==> config.mk <==
export PLATFORM = sky130hd
export DESIGN_NAME = gregorian_days_between_dates
export DESIGN_NICKNAME = d
export VERILOG_FILES = /design/src/hdl/gdbd_pkg.sv /design/src/hdl/gdbd_ctrl.sv /design/src/hdl/gdbd_date_conv.sv /design/src/hdl/gregorian_days_between_dates.sv
export SDC_FILE = /design/constraint.sdc
export NUM_CORES = 2
export LEC_CHECK = 0
export ABC_CLOCK_PERIOD_IN_PS = 6480
export BUFFER_PORTS_ARGS = -buffer_cell sky130_fd_sc_hd__buf_4
export CAP_MARGIN = 40
export CORE_MARGIN = 2
export CORE_UTILIZATION = 35
export DETAILED_ROUTE_END_ITERATION = 6
export SYNTH_ARGS = -nofsm -noshare
export SYNTH_HDL_FRONTEND = slang
export SYNTH_SLANG_ARGS = --single-unit
==> constraint.sdc <==
create_clock -name clk_i -period 6.48 [get_ports clk_i]
set_input_delay 0.648 -clock clk_i [delete_from_list [all_inputs] [get_ports clk_i]]
set_output_delay 0.648 -clock clk_i [all_outputs]
set_load 0.02 [all_outputs]
==> src/hdl/gdbd_pkg.sv <==
package gdbd_pkg;

  localparam int unsigned YEAR_W  = 14;
  localparam int unsigned MONTH_W = 4;
  localparam int unsigned DAY_W   = 5;
  localparam int unsigned DAYS_W  = 22;

  // latest year accepted as a real date
  localparam int unsigned MAX_YEAR = 9999;

  // day count from year 0, one bit of headroom over the result so that
  // years above the limit (flagged invalid) do not wrap inside the stages
  localparam int unsigned CNT_W = DAYS_W + 1;

  // day offset within a year: days before the month, plus day, plus leap day
  localparam int unsigned OFF_W = 9;
  localparam int unsigned MLEN_W = 5;

  // floor(x / 100) as (x * RECIP_100) >> RECIP_SHIFT, exact for x below 43000
  localparam int unsigned RECIP_100   = 5243;
  localparam int unsigned RECIP_SHIFT = 19;
  localparam int unsigned PROD_W      = 28;
  localparam int unsigned Q100_W      = 8;
  localparam int unsigned Q400_W      = 6;

  localparam int unsigned DAYS_PER_YEAR = 365;
  localparam int unsigned CENTURY       = 100;

  // register stages from input to output beat
  localparam int unsigned NUM_STAGES = 4;

  localparam logic [MONTH_W-1:0] MONTH_JAN = MONTH_W'(1);
  localparam logic [MONTH_W-1:0] MONTH_FEB = MONTH_W'(2);
  localparam logic [MONTH_W-1:0] MONTH_DEC = MONTH_W'(12);

  localparam logic [MLEN_W-1:0] FEB_LEAP_LEN = MLEN_W'(29);

  typedef struct packed {
    logic [NUM_STAGES-1:0] load;
  } pipe_adv_t;

  // days of a common year before the first of the month
  function automatic logic [OFF_W-1:0] days_before(input logic [MONTH_W-1:0] m);
    logic [OFF_W-1:0] r;
    case (m)
      4'd1:    r = OFF_W'(0);
      4'd2:    r = OFF_W'(31);
      4'd3:    r = OFF_W'(59);
      4'd4:    r = OFF_W'(90);
      4'd5:    r = OFF_W'(120);
      4'd6:    r = OFF_W'(151);
      4'd7:    r = OFF_W'(181);
      4'd8:    r = OFF_W'(212);
      4'd9:    r = OFF_W'(243);
      4'd10:   r = OFF_W'(273);
      4'd11:   r = OFF_W'(304);
      4'd12:   r = OFF_W'(334);
      default: r = '0;
    endcase
    return r;
  endfunction

  // month length in a common year
  function automatic logic [MLEN_W-1:0] month_len(input logic [MONTH_W-1:0] m);
    logic [MLEN_W-1:0] r;
    case (m)
      4'd1, 4'd3, 4'd5, 4'd7, 4'd8, 4'd10, 4'd12: r = MLEN_W'(31);
      4'd4, 4'd6, 4'd9, 4'd11:                    r = MLEN_W'(30);
      4'd2:                                       r = MLEN_W'(28);
      default:                                    r = '0;
    endcase
    return r;
  endfunction

endpackage

==> src/hdl/gdbd_ctrl.sv <==
module gdbd_ctrl
  import gdbd_pkg::*;
(
  input  logic      clk_i,
  input  logic      rst_ni,
  input  logic      in_valid_i,
  output logic      in_stall_o,
  input  logic      out_stall_i,
  output logic      out_valid_o,
  output pipe_adv_t adv_o
);

  logic [NUM_STAGES-1:0] valid_d, valid_q;
  logic [NUM_STAGES-1:0] ready;

  always_comb begin
    ready[NUM_STAGES-1] = !valid_q[NUM_STAGES-1] || !out_stall_i;
    for (int k = NUM_STAGES - 2; k >= 0; k--) begin
      ready[k] = !valid_q[k] || ready[k+1];
    end
  end

  always_comb begin
    valid_d        = valid_q;
    adv_o.load     = '0;
    valid_d[0]     = ready[0] ? in_valid_i : valid_q[0];
    adv_o.load[0]  = ready[0] && in_valid_i;
    for (int k = 1; k < NUM_STAGES; k++) begin
      valid_d[k]    = ready[k] ? valid_q[k-1] : valid_q[k];
      adv_o.load[k] = ready[k] && valid_q[k-1];
    end
  end

  always_ff @(posedge clk_i or negedge rst_ni) begin
    if (!rst_ni) begin
      valid_q <= '0;
    end else begin
      valid_q <= valid_d;
    end
  end

  assign in_stall_o  = !ready[0];
  assign out_valid_o = valid_q[NUM_STAGES-1];

  // a full pipe held at the output must push back at the input
  a_full_stalls: assert property (@(posedge clk_i) disable iff (!rst_ni)
    (&valid_q && out_stall_i) |-> in_stall_o)
    else $error("full pipe did not stall input");

  // an empty output stage leaves room everywhere
  a_empty_out_ready: assert property (@(posedge clk_i) disable iff (!rst_ni)
    !valid_q[NUM_STAGES-1] |-> !in_stall_o)
    else $error("input stalled with free output stage");

  // input back pressure only originates at the output
  a_stall_origin: assert property (@(posedge clk_i) disable iff (!rst_ni)
    in_stall_o |-> out_stall_i)
    else $error("input stalled without output stall");

endmodule

==> src/hdl/gdbd_date_conv.sv <==
module gdbd_date_conv
  import gdbd_pkg::*;
(
  input  logic               clk_i,
  input  pipe_adv_t          adv_i,
  input  logic [YEAR_W-1:0]  year_i,
  input  logic [MONTH_W-1:0] month_i,
  input  logic [DAY_W-1:0]   day_i,
  output logic               date_ok_o,
  output logic [CNT_W-1:0]   count_o
);

  // stage 1: century quotients, month table
  logic [PROD_W-1:0]  p_q100, p_c100, p_c400;
  logic [YEAR_W:0]    y_p99, y_p399;
  logic [YEAR_W-1:0]  s1_year_q;
  logic [MONTH_W-1:0] s1_month_q;
  logic [DAY_W-1:0]   s1_day_q;
  logic [Q100_W-1:0]  s1_q100_q, s1_c100_q;
  logic [Q400_W-1:0]  s1_c400_q;
  logic [OFF_W-1:0]   s1_dbm_q;
  logic [MLEN_W-1:0]  s1_len_q;
  logic               s1_mok_q;

  always_comb begin
    y_p99  = {1'b0, year_i} + (YEAR_W+1)'(CENTURY - 1);
    y_p399 = {1'b0, year_i} + (YEAR_W+1)'(4 * CENTURY - 1);
    p_q100 = PROD_W'(year_i) * PROD_W'(RECIP_100);
    p_c100 = PROD_W'(y_p99) * PROD_W'(RECIP_100);
    p_c400 = PROD_W'(y_p399[YEAR_W:2]) * PROD_W'(RECIP_100);
  end

  always_ff @(posedge clk_i) begin
    if (adv_i.load[0]) begin
      s1_year_q  <= year_i;
      s1_month_q <= month_i;
      s1_day_q   <= day_i;
      s1_q100_q  <= Q100_W'(p_q100 >> RECIP_SHIFT);
      s1_c100_q  <= Q100_W'(p_c100 >> RECIP_SHIFT);
      s1_c400_q  <= Q400_W'(p_c400 >> RECIP_SHIFT);
      s1_dbm_q   <= days_before(month_i);
      s1_len_q   <= month_len(month_i);
      s1_mok_q   <= (month_i >= MONTH_JAN) && (month_i <= MONTH_DEC);
    end
  end

  // stage 2: leap rule, validity, year base count, offset within year
  logic               leap, year_ok, day_ok;
  logic [MLEN_W-1:0]  len_eff;
  logic [YEAR_W:0]    cent_prod;
  logic [YEAR_W:0]    y_p3;
  logic [CNT_W-1:0]   base_d;
  logic [OFF_W-1:0]   off_d;
  logic               s2_ok_q;
  logic [CNT_W-1:0]   s2_base_q;
  logic [OFF_W-1:0]   s2_off_q;

  always_comb begin
    cent_prod = (YEAR_W+1)'(s1_q100_q) * (YEAR_W+1)'(CENTURY);
    leap      = (s1_year_q[1:0] == 2'b00)
             && ((cent_prod != {1'b0, s1_year_q}) || (s1_q100_q[1:0] == 2'b00));
    year_ok   = 32'(s1_year_q) <= MAX_YEAR;
    len_eff   = (s1_month_q == MONTH_FEB && leap) ? FEB_LEAP_LEN : s1_len_q;
    day_ok    = (s1_day_q != '0) && (MLEN_W'(s1_day_q) <= len_eff);
    y_p3      = {1'b0, s1_year_q} + (YEAR_W+1)'(3);
    base_d    = CNT_W'(s1_year_q) * CNT_W'(DAYS_PER_YEAR)
              + CNT_W'(y_p3[YEAR_W:2]) + CNT_W'(s1_c400_q) - CNT_W'(s1_c100_q);
    off_d     = s1_dbm_q + OFF_W'(s1_day_q)
              + OFF_W'((s1_month_q > MONTH_FEB) && leap);
  end

  always_ff @(posedge clk_i) begin
    if (adv_i.load[1]) begin
      s2_ok_q   <= year_ok && s1_mok_q && day_ok;
      s2_base_q <= base_d;
      s2_off_q  <= off_d;
    end
  end

  // stage 3: final day count
  logic             s3_ok_q;
  logic [CNT_W-1:0] s3_count_q;

  always_ff @(posedge clk_i) begin
    if (adv_i.load[2]) begin
      s3_ok_q    <= s2_ok_q;
      s3_count_q <= s2_base_q + CNT_W'(s2_off_q);
    end
  end

  assign date_ok_o = s3_ok_q;
  assign count_o   = s3_count_q;

endmodule

==> src/hdl/gregorian_days_between_dates.sv <==
// Days between two Gregorian dates. Each input beat carries two dates (year,
// month, day); each output beat reports whether each date is a real calendar
// date and the absolute number of days between them, forced to zero when
// either date is invalid. Years run from 0 (a leap year) to 9999; a later year
// marks the date invalid. The pipe takes one beat per clock while in_stall_o is
// low, and passes each result through three stages per date (century
// quotients and month table, leap rule and year base count, final day count)
// and one stage that forms the absolute difference and holds the output beat.
// Back pressure from out_stall_i reaches in_stall_o only through full stages,
// so bubbles are squeezed out and a held output never loses or repeats a beat.
module gregorian_days_between_dates
  import gdbd_pkg::*;
(
  input  logic               clk_i,
  input  logic               rst_ni,
  // input channel
  input  logic               in_valid_i,
  output logic               in_stall_o,
  input  logic [YEAR_W-1:0]  first_year_i,
  input  logic [MONTH_W-1:0] first_month_i,
  input  logic [DAY_W-1:0]   first_day_i,
  input  logic [YEAR_W-1:0]  second_year_i,
  input  logic [MONTH_W-1:0] second_month_i,
  input  logic [DAY_W-1:0]   second_day_i,
  // output channel
  output logic               out_valid_o,
  input  logic               out_stall_i,
  output logic               first_valid_o,
  output logic               second_valid_o,
  output logic [DAYS_W-1:0]  days_apart_o
);

  pipe_adv_t        adv;
  logic             ok_a, ok_b;
  logic [CNT_W-1:0] cnt_a, cnt_b;

  // valid bits and per-stage load enables
  gdbd_ctrl u_ctrl (
    .clk_i       (clk_i),
    .rst_ni      (rst_ni),
    .in_valid_i  (in_valid_i),
    .in_stall_o  (in_stall_o),
    .out_stall_i (out_stall_i),
    .out_valid_o (out_valid_o),
    .adv_o       (adv)
  );

  // one converter per date, both in lockstep
  gdbd_date_conv u_conv_a (
    .clk_i     (clk_i),
    .adv_i     (adv),
    .year_i    (first_year_i),
    .month_i   (first_month_i),
    .day_i     (first_day_i),
    .date_ok_o (ok_a),
    .count_o   (cnt_a)
  );

  gdbd_date_conv u_conv_b (
    .clk_i     (clk_i),
    .adv_i     (adv),
    .year_i    (second_year_i),
    .month_i   (second_month_i),
    .day_i     (second_day_i),
    .date_ok_o (ok_b),
    .count_o   (cnt_b)
  );

  // last stage: absolute difference, masked to the result width
  logic [CNT_W-1:0]  diff;
  logic [DAYS_W-1:0] days_d;
  logic              first_valid_q, second_valid_q;
  logic [DAYS_W-1:0] days_q;

  always_comb begin
    diff   = (cnt_a >= cnt_b) ? (cnt_a - cnt_b) : (cnt_b - cnt_a);
    days_d = (ok_a && ok_b) ? diff[DAYS_W-1:0] : '0;
  end

  always_ff @(posedge clk_i) begin
    if (adv.load[NUM_STAGES-1]) begin
      first_valid_q  <= ok_a;
      second_valid_q <= ok_b;
      days_q         <= days_d;
    end
  end

  assign first_valid_o  = first_valid_q;
  assign second_valid_o = second_valid_q;
  assign days_apart_o   = days_q;

  // an invalid date never yields a nonzero distance
  a_invalid_zero: assert property (@(posedge clk_i) disable iff (!rst_ni)
    (out_valid_o && !(first_valid_o && second_valid_o)) |-> (days_apart_o == '0))
    else $error("nonzero distance reported for invalid date");

endmodule
==> Yosys cells after proc, flatten, opt, wreduce, memory -nomap -nowiden <==
Memories as Yosys holds them, arrays and structs flattened. A register that Yosys moved wholly into a read port is not among the register bits.
Cells that the tools add are included.
{ "classes": {"n_eq_ne": 4, "mux": 3, "n_lt_le_gt_ge": 11, "n_mul": 10, "reduce_logical": 37, "addsub": 20} }
{ "op_table": {"columns": ["operator", "n"], "rows": [
  ["multiplier 14 x 13 -> 27 bit, second input constant", 2],
  ["multiplier 15 x 13 -> 27 bit, second input constant", 2],
  ["multiplier 13 x 13 -> 25 bit, second input constant", 2],
  ["adder 23 x 13 -> 23 bit", 2],
  ["adder 23 x 6 -> 23 bit", 2],
  ["adder 23 x 9 -> 23 bit", 2],
  ["multiplier 14 x 9 -> 23 bit, second input constant", 2],
  ["subtractor 23 x 8 -> 23 bit", 2],
  ["subtractor 22 bit", 2],
  ["adder 14 x 2 -> 15 bit, second input constant", 2],
  ["adder 14 x 7 -> 15 bit, second input constant", 2],
  ["adder 14 x 9 -> 15 bit, second input constant", 2],
  ["!= test 15 x 14 -> 1 bit", 2],
  ["<= comparator 14 bit, second input constant", 2],
  ["multiplier 8 x 5 -> 13 bit, second input constant", 2],
  ["greater-or-equal comparator 23 bit", 1],
  ["2-to-1 mux 22 bit", 1],
  ["logical AND 1 bit", 19],
  ["adder 9 x 1 -> 9 bit", 2],
  ["adder 9 x 5 -> 9 bit", 2],
  ["<= comparator 5 bit", 2],
  ["2-to-1 mux 5 bit", 2],
  ["nonzero test 5 bit", 2],
  ["== test 4 x 2 -> 1 bit, second input constant", 2],
  ["6 further kinds", 22]
]} }
{ "totals": {"memories": 4, "register_bits": 234, "inputBits": 50, "out_inout_bits": 26, "rom_bits": 448} }
{ "mem_list": {"columns": ["name", "words", "width", "read_ports", "rd_clocked_by_memory_dff", "write_ports", "line", "source"], "rows": [
  ["(no name shown)", 16, 9, 1, 1, 0, "gdbd_pkg.sv:45", "case (m)"],
  ["(no name shown)", 16, 9, 1, 1, 0, "gdbd_pkg.sv:45", null],
  ["(no name shown)", 16, 5, 1, 1, 0, "gdbd_pkg.sv:66", "case (m)"],
  ["(no name shown)", 16, 5, 1, 1, 0, "gdbd_pkg.sv:66", null]
]} }

==> Depth between registers and ports, before layout <==
{ "logic_depth": {"ltp_word": 9, "depth_mapped": 30, "depth_no_buf": 30} }

==> Cells and area by module <==
Synthesis repeated with hierarchy kept, for this count alone.
{ "hier_totals": {"hier_cells": 4195, "area_unflattened_um2": 43429.2} }
{ "modules_own_cells": {"columns": ["module", "n_inst", "cells_each", "area_per_inst_um2", "seq_area_each_um2"], "rows": [
  ["gdbd_date_conv at u_conv_b", 1, 1930, 20200.6, 3453.3],
  ["gdbd_date_conv at u_conv_a", 1, 1864, 19804.0, 3453.3],
  ["gregorian_days_between_dates", 1, 384, 3243.1, 720.7],
  ["gdbd_ctrl", 1, 17, 181.4, 100.1]
]} }

==> Worst setup path after synthesis <==
Ideal clock, no wire load.
{ "synth_timing": {"path_type": "in2reg", "startpoint": "in first_year_i[2]", "endpoint": "reg u_conv_a.s1_c400_q[5] (data pin)", "arrival_time_ps": 6813, "setup_slack_ps": -593, "required_time_ps": 6220, "path_stages": 28, "cell_sequence": "inv_1 ha_1 a21boi_0 nor2b_1 o21ai_0 o21a_1 nor2_1 xnor2_1 inv_1 fa_1 ha_1 inv_1 fa_1 inv_1 fa_1 inv_1 fa_1 inv_1 ha_1 a21o_1 a21oi_1 nand2_1 a211o_1 o221a_2 a41o_1 o41a_1 a21oi_1 xnor2_1"} }
{ "synth_via": {"elab_chain_cells": 2} }
{ "synth_rtl": {"columns": ["item", "line", "source"], "rows": [
  ["from (decl)", "gregorian_days_between_dates.sv:19", "input logic [YEAR_W-1:0] first_year_i,"],
  ["adder 14 x 9 -> 15 bit", "gdbd_date_conv.sv:27", "y_p399 = {1'b0, year_i} + (YEAR_W+1)'(4 * CENTURY - 1);"],
  ["multiplier 13 x 13 -> 25 bit", "gdbd_date_conv.sv:30", "p_c400 = PROD_W'(y_p399[YEAR_W:2]) * PROD_W'(RECIP_100);"],
  ["net u_conv_a.p_c400[24]", "gdbd_date_conv.sv:14", "logic [PROD_W-1:0] p_q100, p_c100, p_c400;"],
  ["to (signal assigned)", "gdbd_date_conv.sv:40", "s1_c400_q <= Q400_W'(p_c400 >> RECIP_SHIFT);"],
  ["to (decl)", "gdbd_date_conv.sv:20", "logic [Q400_W-1:0] s1_c400_q;"]
]} }
The timed path passes the listed nets, and every way through them passes these cells.
A chain may end at the register's enable or synchronous reset.

==> Worst setup path in the final report <==
{ "layout_timing": {"startpoint": "in first_year_i[1]", "endpoint": "reg u_conv_a.s1_c100_q[7] (data pin)"} }
{ "layout_via": {"elab_chain_cells": 2} }
{ "layout_rtl": {"columns": ["item", "line", "source"], "rows": [
  ["adder 14 x 7 -> 15 bit", "gdbd_date_conv.sv:26", "y_p99 = {1'b0, year_i} + (YEAR_W+1)'(CENTURY - 1);"],
  ["multiplier 15 x 13 -> 27 bit", "gdbd_date_conv.sv:29", "p_c100 = PROD_W'(y_p99) * PROD_W'(RECIP_100);"],
  ["net u_conv_a.p_c100[26]", "gdbd_date_conv.sv:14", null],
  ["to (signal assigned)", "gdbd_date_conv.sv:39", "s1_c100_q <= Q100_W'(p_c100 >> RECIP_SHIFT);"],
  ["to (decl)", "gdbd_date_conv.sv:19", "logic [Q100_W-1:0] s1_q100_q, s1_c100_q;"]
]} }
The timed path passes the listed nets, and every way through them passes these cells.

==> impl_summary.md <==
Run status
The flow ran to the end, and the final reports show no timing, DRC or antenna violations.

Timing
The clock period could shrink to 6.26 ns. The worst pin sits at a relative slew slack of 46.3%. The max-slew violation total from the final report is 0. The number of endpoints failing setup at the final stage is 0. The number of failing hold endpoints at the final stage came to 0.

For this run, the top clock speed supported by timing is 160 MHz. Setup repair after global routing could not meet its margin everywhere. Of the available clock period, the critical path in the final layout requires 96.6%.

On the final layout, the worst clock skew is 0.0294 ns. The transition at the pin with the smallest max-transition slack is 0.806 ns. The final worst-path setup slack is 0.222 ns.

Logic synthesis
The count of flip-flops with a built-in enable after synthesis is 254. After synthesis, the largest area contributor takes up 27.5% of total cell area. Yosys printed 0 warnings. The cell count after synthesis came out at 4132. The number of nets produced by synthesis is 5669. The async set-reset flop share out of synthesis is 1.55%. The prevailing post-synth register cell is edfxtp_1. The area of the mapped netlist is 42800 um2. In the post-synthesis netlist, the cell with the most instances is inv_1. The cell type with the largest total area after synthesis is ha_1. The synthesized flop and latch total is 258. The netlist uses 75 different library cells.

The average size of a mapped cell is 10.4 um2. After synthesis, the cell types taking the most area are ha_1, fa_1, edfxtp_1, inv_1, xnor2_1. Ranked by instance count, the synthesized netlist is headed by inv_1, ha_1, fa_1, edfxtp_1, xnor2_1. The sequential share of the synthesized area is 18.1%.

Power
The maximum vdd ir drop is 0.000456 V. The analysis attributes to cell leakage a power of 25.5 nW. For this design the ratio of total power to cell area is 512 nW/um2.

Critical path
The arrival time at the worst endpoint is 6.58 ns. The worst-path maximum fanout is 5. The startpoint type of the worst setup path is an input pin.

The worst setup path is of the input pin to flip-flop kind. The endpoint type of the worst setup path is a flip-flop. For the worst setup path, the data required time is 6.80 ns.

Detailed routing
The detailed-route wire length is 90200 um. The DRC violation total after the first TritonRoute iteration is 1106. The number of nets with antenna violations after detailed routing is 0. In the final routed layout, each cell accounts on average for 14.6 um. The first-pass iteration count of the detailed router is 5. Dividing the detail-routed via count by the number of cells gives 4.51.

Detailed routing inserted a total of 27900 vias. For this run, design rule violations remaining after detail routing come to 0.

Layout
The final layout contains 6073 nets. The post-route cell area is 49600 um2. The number of antenna cells inserted is 0. Cells with a size suffix above 1 make up 12.7% of the layout.

The area growth from synthesis to layout is 15.9%. The final standard cell count with taps included and fillers excluded is 6185.

Clock tree
The CTS buffer count is 30. Counting along the longest clock path gives a buffer depth of 3. CTS saw 258 sinks. The level count of the clock H-tree is 1. The clock transition at the register clock pins on the worst setup and hold paths after CTS is 0.06 ns. The clock tree from TritonCTS is done.

The clock network latency to the later pin of the worst-skew pair is 0.60 ns. The clock tree root buffer cell is clkbuf_16.

Placed design
The placement-stage worst setup slack is -0.586 ns. The post-place instance area is 47800 um2. The congestion estimate from routability-driven global placement came to 0.881. The sum of net half-perimeters after detailed placement is 80200 um. The number of I/O port buffers is 75.

The cell total after placement is 6101.

Global route
In the global route stage, overall resource usage came out at 14.8%. The number of antenna violations at the first check in global routing is 3. The first global-routing pass estimated 151000 um of wire. Entering global routing, the biggest net connects 67 pins. The global-route congestion overflow total is 0. The number of global-route vias before repair was 29800.

Floorplan
The width of the die is 354 um. The core region is 122000 um2. The initial utilization of the core area, before any placement, comes to 35.2%. The floorplan die area is 125000 um2. The row count is 128.

The number of ports placed on the die boundary is 76. The vertical extent of the die is 354 um.

Run
The total of max-cap violations is 0.

Worst hold path
The path type of the worst min-delay path is input pin to flip-flop.
==> worst max-delay path, stage by stage <==
cell and delay (ns):
buf_4 0.10, clkinvlp_4 0.16, ha_2 0.24, a21oi_4 0.14, nor2b_2 0.08, a21boi_2 0.17
nor2b_2 0.07, buf_4 0.16, xnor2_4 0.14, buf_4 0.15, fa_1 0.59, ha_4 0.22
fa_1 0.50, fa_1 0.53, inv_1 0.06, fa_1 0.54, inv_1 0.04, ha_1 0.29
a21o_1 0.16, a21o_1 0.17, a221o_1 0.35, o2111ai_2 0.19, buf_4 0.16, a21oi_1 0.10
o41ai_2 0.36, o21bai_1 0.14, xnor2_1 0.13
==> state kept, by name (all words and copies together), names as in the netlist, 9 cells and up <==
signal and cells:
u_conv_a.s1_year_q 14, u_conv_a.s2_base_q 23, u_conv_b.s2_base_q 23, u_conv_b.s1_dbm_q 9
u_conv_b.s2_off_q 9, u_conv_a.s1_dbm_q 9, u_conv_b.s1_year_q 14, u_conv_a.count_o 23
u_conv_a.s2_off_q 9, u_conv_b.count_o 23, days_apart_o 22
==> area by class of cell <==
class                      instances  area [um2]
clock buffer                      31         754
clock inverter                    25         425
fill                           11800       71900
inverter                        1135        4280
multi-input combinational       2716       31400
sequential                       258        7730
tap                             1625        2030
timing repair buffer             395        3020
==> placed cells by master, fill, tap and decap left out, types with 14 or more instances in the layout <==
cell type	netlist	routed
a21boi_0	22	16
a21o_1	77	77
a21oi_1	123	112
and3_1	19	19
buf_4	0	387
clkbuf_16	0	30
edfxtp_1	254	254
fa_1	545	543
ha_1	942	923
ha_4	0	14
inv_1	1135	1124
nand2_1	96	91
nand2b_1	17	16
nand3_1	55	52
nand4_1	26	26
nor2_1	134	130
nor2b_1	47	37
nor3_1	37	37
o21a_1	22	22
o21ai_0	79	72
xnor2_1	215	196
xor2_1	65	65
==> metal layers <==
| metal | global-route usage [%] | wire [um] |
|---|---|---|
| met5 | 0 | 8 |
| met1 | 20.9 | 44200 |
| met2 | 24.8 | 41800 |
| met4 | 2.34 | 1460 |
| met3 | 1.57 | 2780 |
==> path summary, 6_finish.rpt <==
path | start | to | slack (ns) | cells past startpoint
hold reg to reg | u_conv_b.s2_ok_q$_DFFE_PP_ | u_conv_b.date_ok_o$_DFFE_PP_ | 0.43 | 0
max in group asynchronous | rst_ni | u_ctrl.valid_q[3]$_DFFE_PN0P_ | 6.00 | 2
min in group asynchronous | rst_ni | u_ctrl.valid_q[1]$_DFFE_PN0P_ | 0.38 | 2
setup reg to reg | u_conv_b.s1_year_q[2]$_DFFE_PP_ | u_conv_b.s2_base_q[22]$_DFFE_PP_ | 0.44 | 22
setup / recovery | first_year_i[1] | u_conv_a.s1_c100_q[7]$_DFFE_PP_ | 0.22 | 27
hold / removal | first_day_i[2] | u_conv_a.s1_day_q[2]$_DFFE_PP_ | 0.22 | 1
==> what timing repair did <==
action | CTS | global route
endpoints found under the hold margin | 4 | 0
setup buffers | 0 | 27
pin swaps | 1 | 62
hold buffers | 1 | 0
setup endpoints to repair | 1 | 24
gates resized for setup | 0 | 79
==> report_power, final <==
group | internal (mW) | switching [mW] | leakage (nW)
registers | 3.09 | 0.359 | 2.52
logic | 9.24 | 10.7 | 22.4
clock network | 1.25 | 0.713 | 0.551
total | 13.6 | 11.8 | 25.5
==> cells by family (layout without fill, tap and decap cells) <==
family / after synthesis / count (layout) / synth area share (%)
AO/OA/AOI/OAI: 438 / 438 / 6.81
XOR/XNOR: 280 / 280 / 5.73
adder cells (fa/ha/maj): 1487 / 1487 / 53.0
buffers and inverters: 1158 / 1586 / 10.2
flip-flops: 258 / 258 / 18.1
multiplexers: 15 / 15 / 0.421
AND/OR/NAND/NOR: 496 / 496 / 5.75
==> metrics by stage <==
step	power (mW)	TNS, ns	hold WS [ns]	utilization, %
finish	25.4	0	0.222	40.8
detailed placement	23.2	-8.87	0.415	39.3
global route	28.8	-0.273	0.196	40.8
global placement	22.9	-7.00	0.403	39.3
CTS	25.4	0	0.192	40.3
floorplan	18.2	-0.268	0.352	-
(Power assumes the default switching activity.)
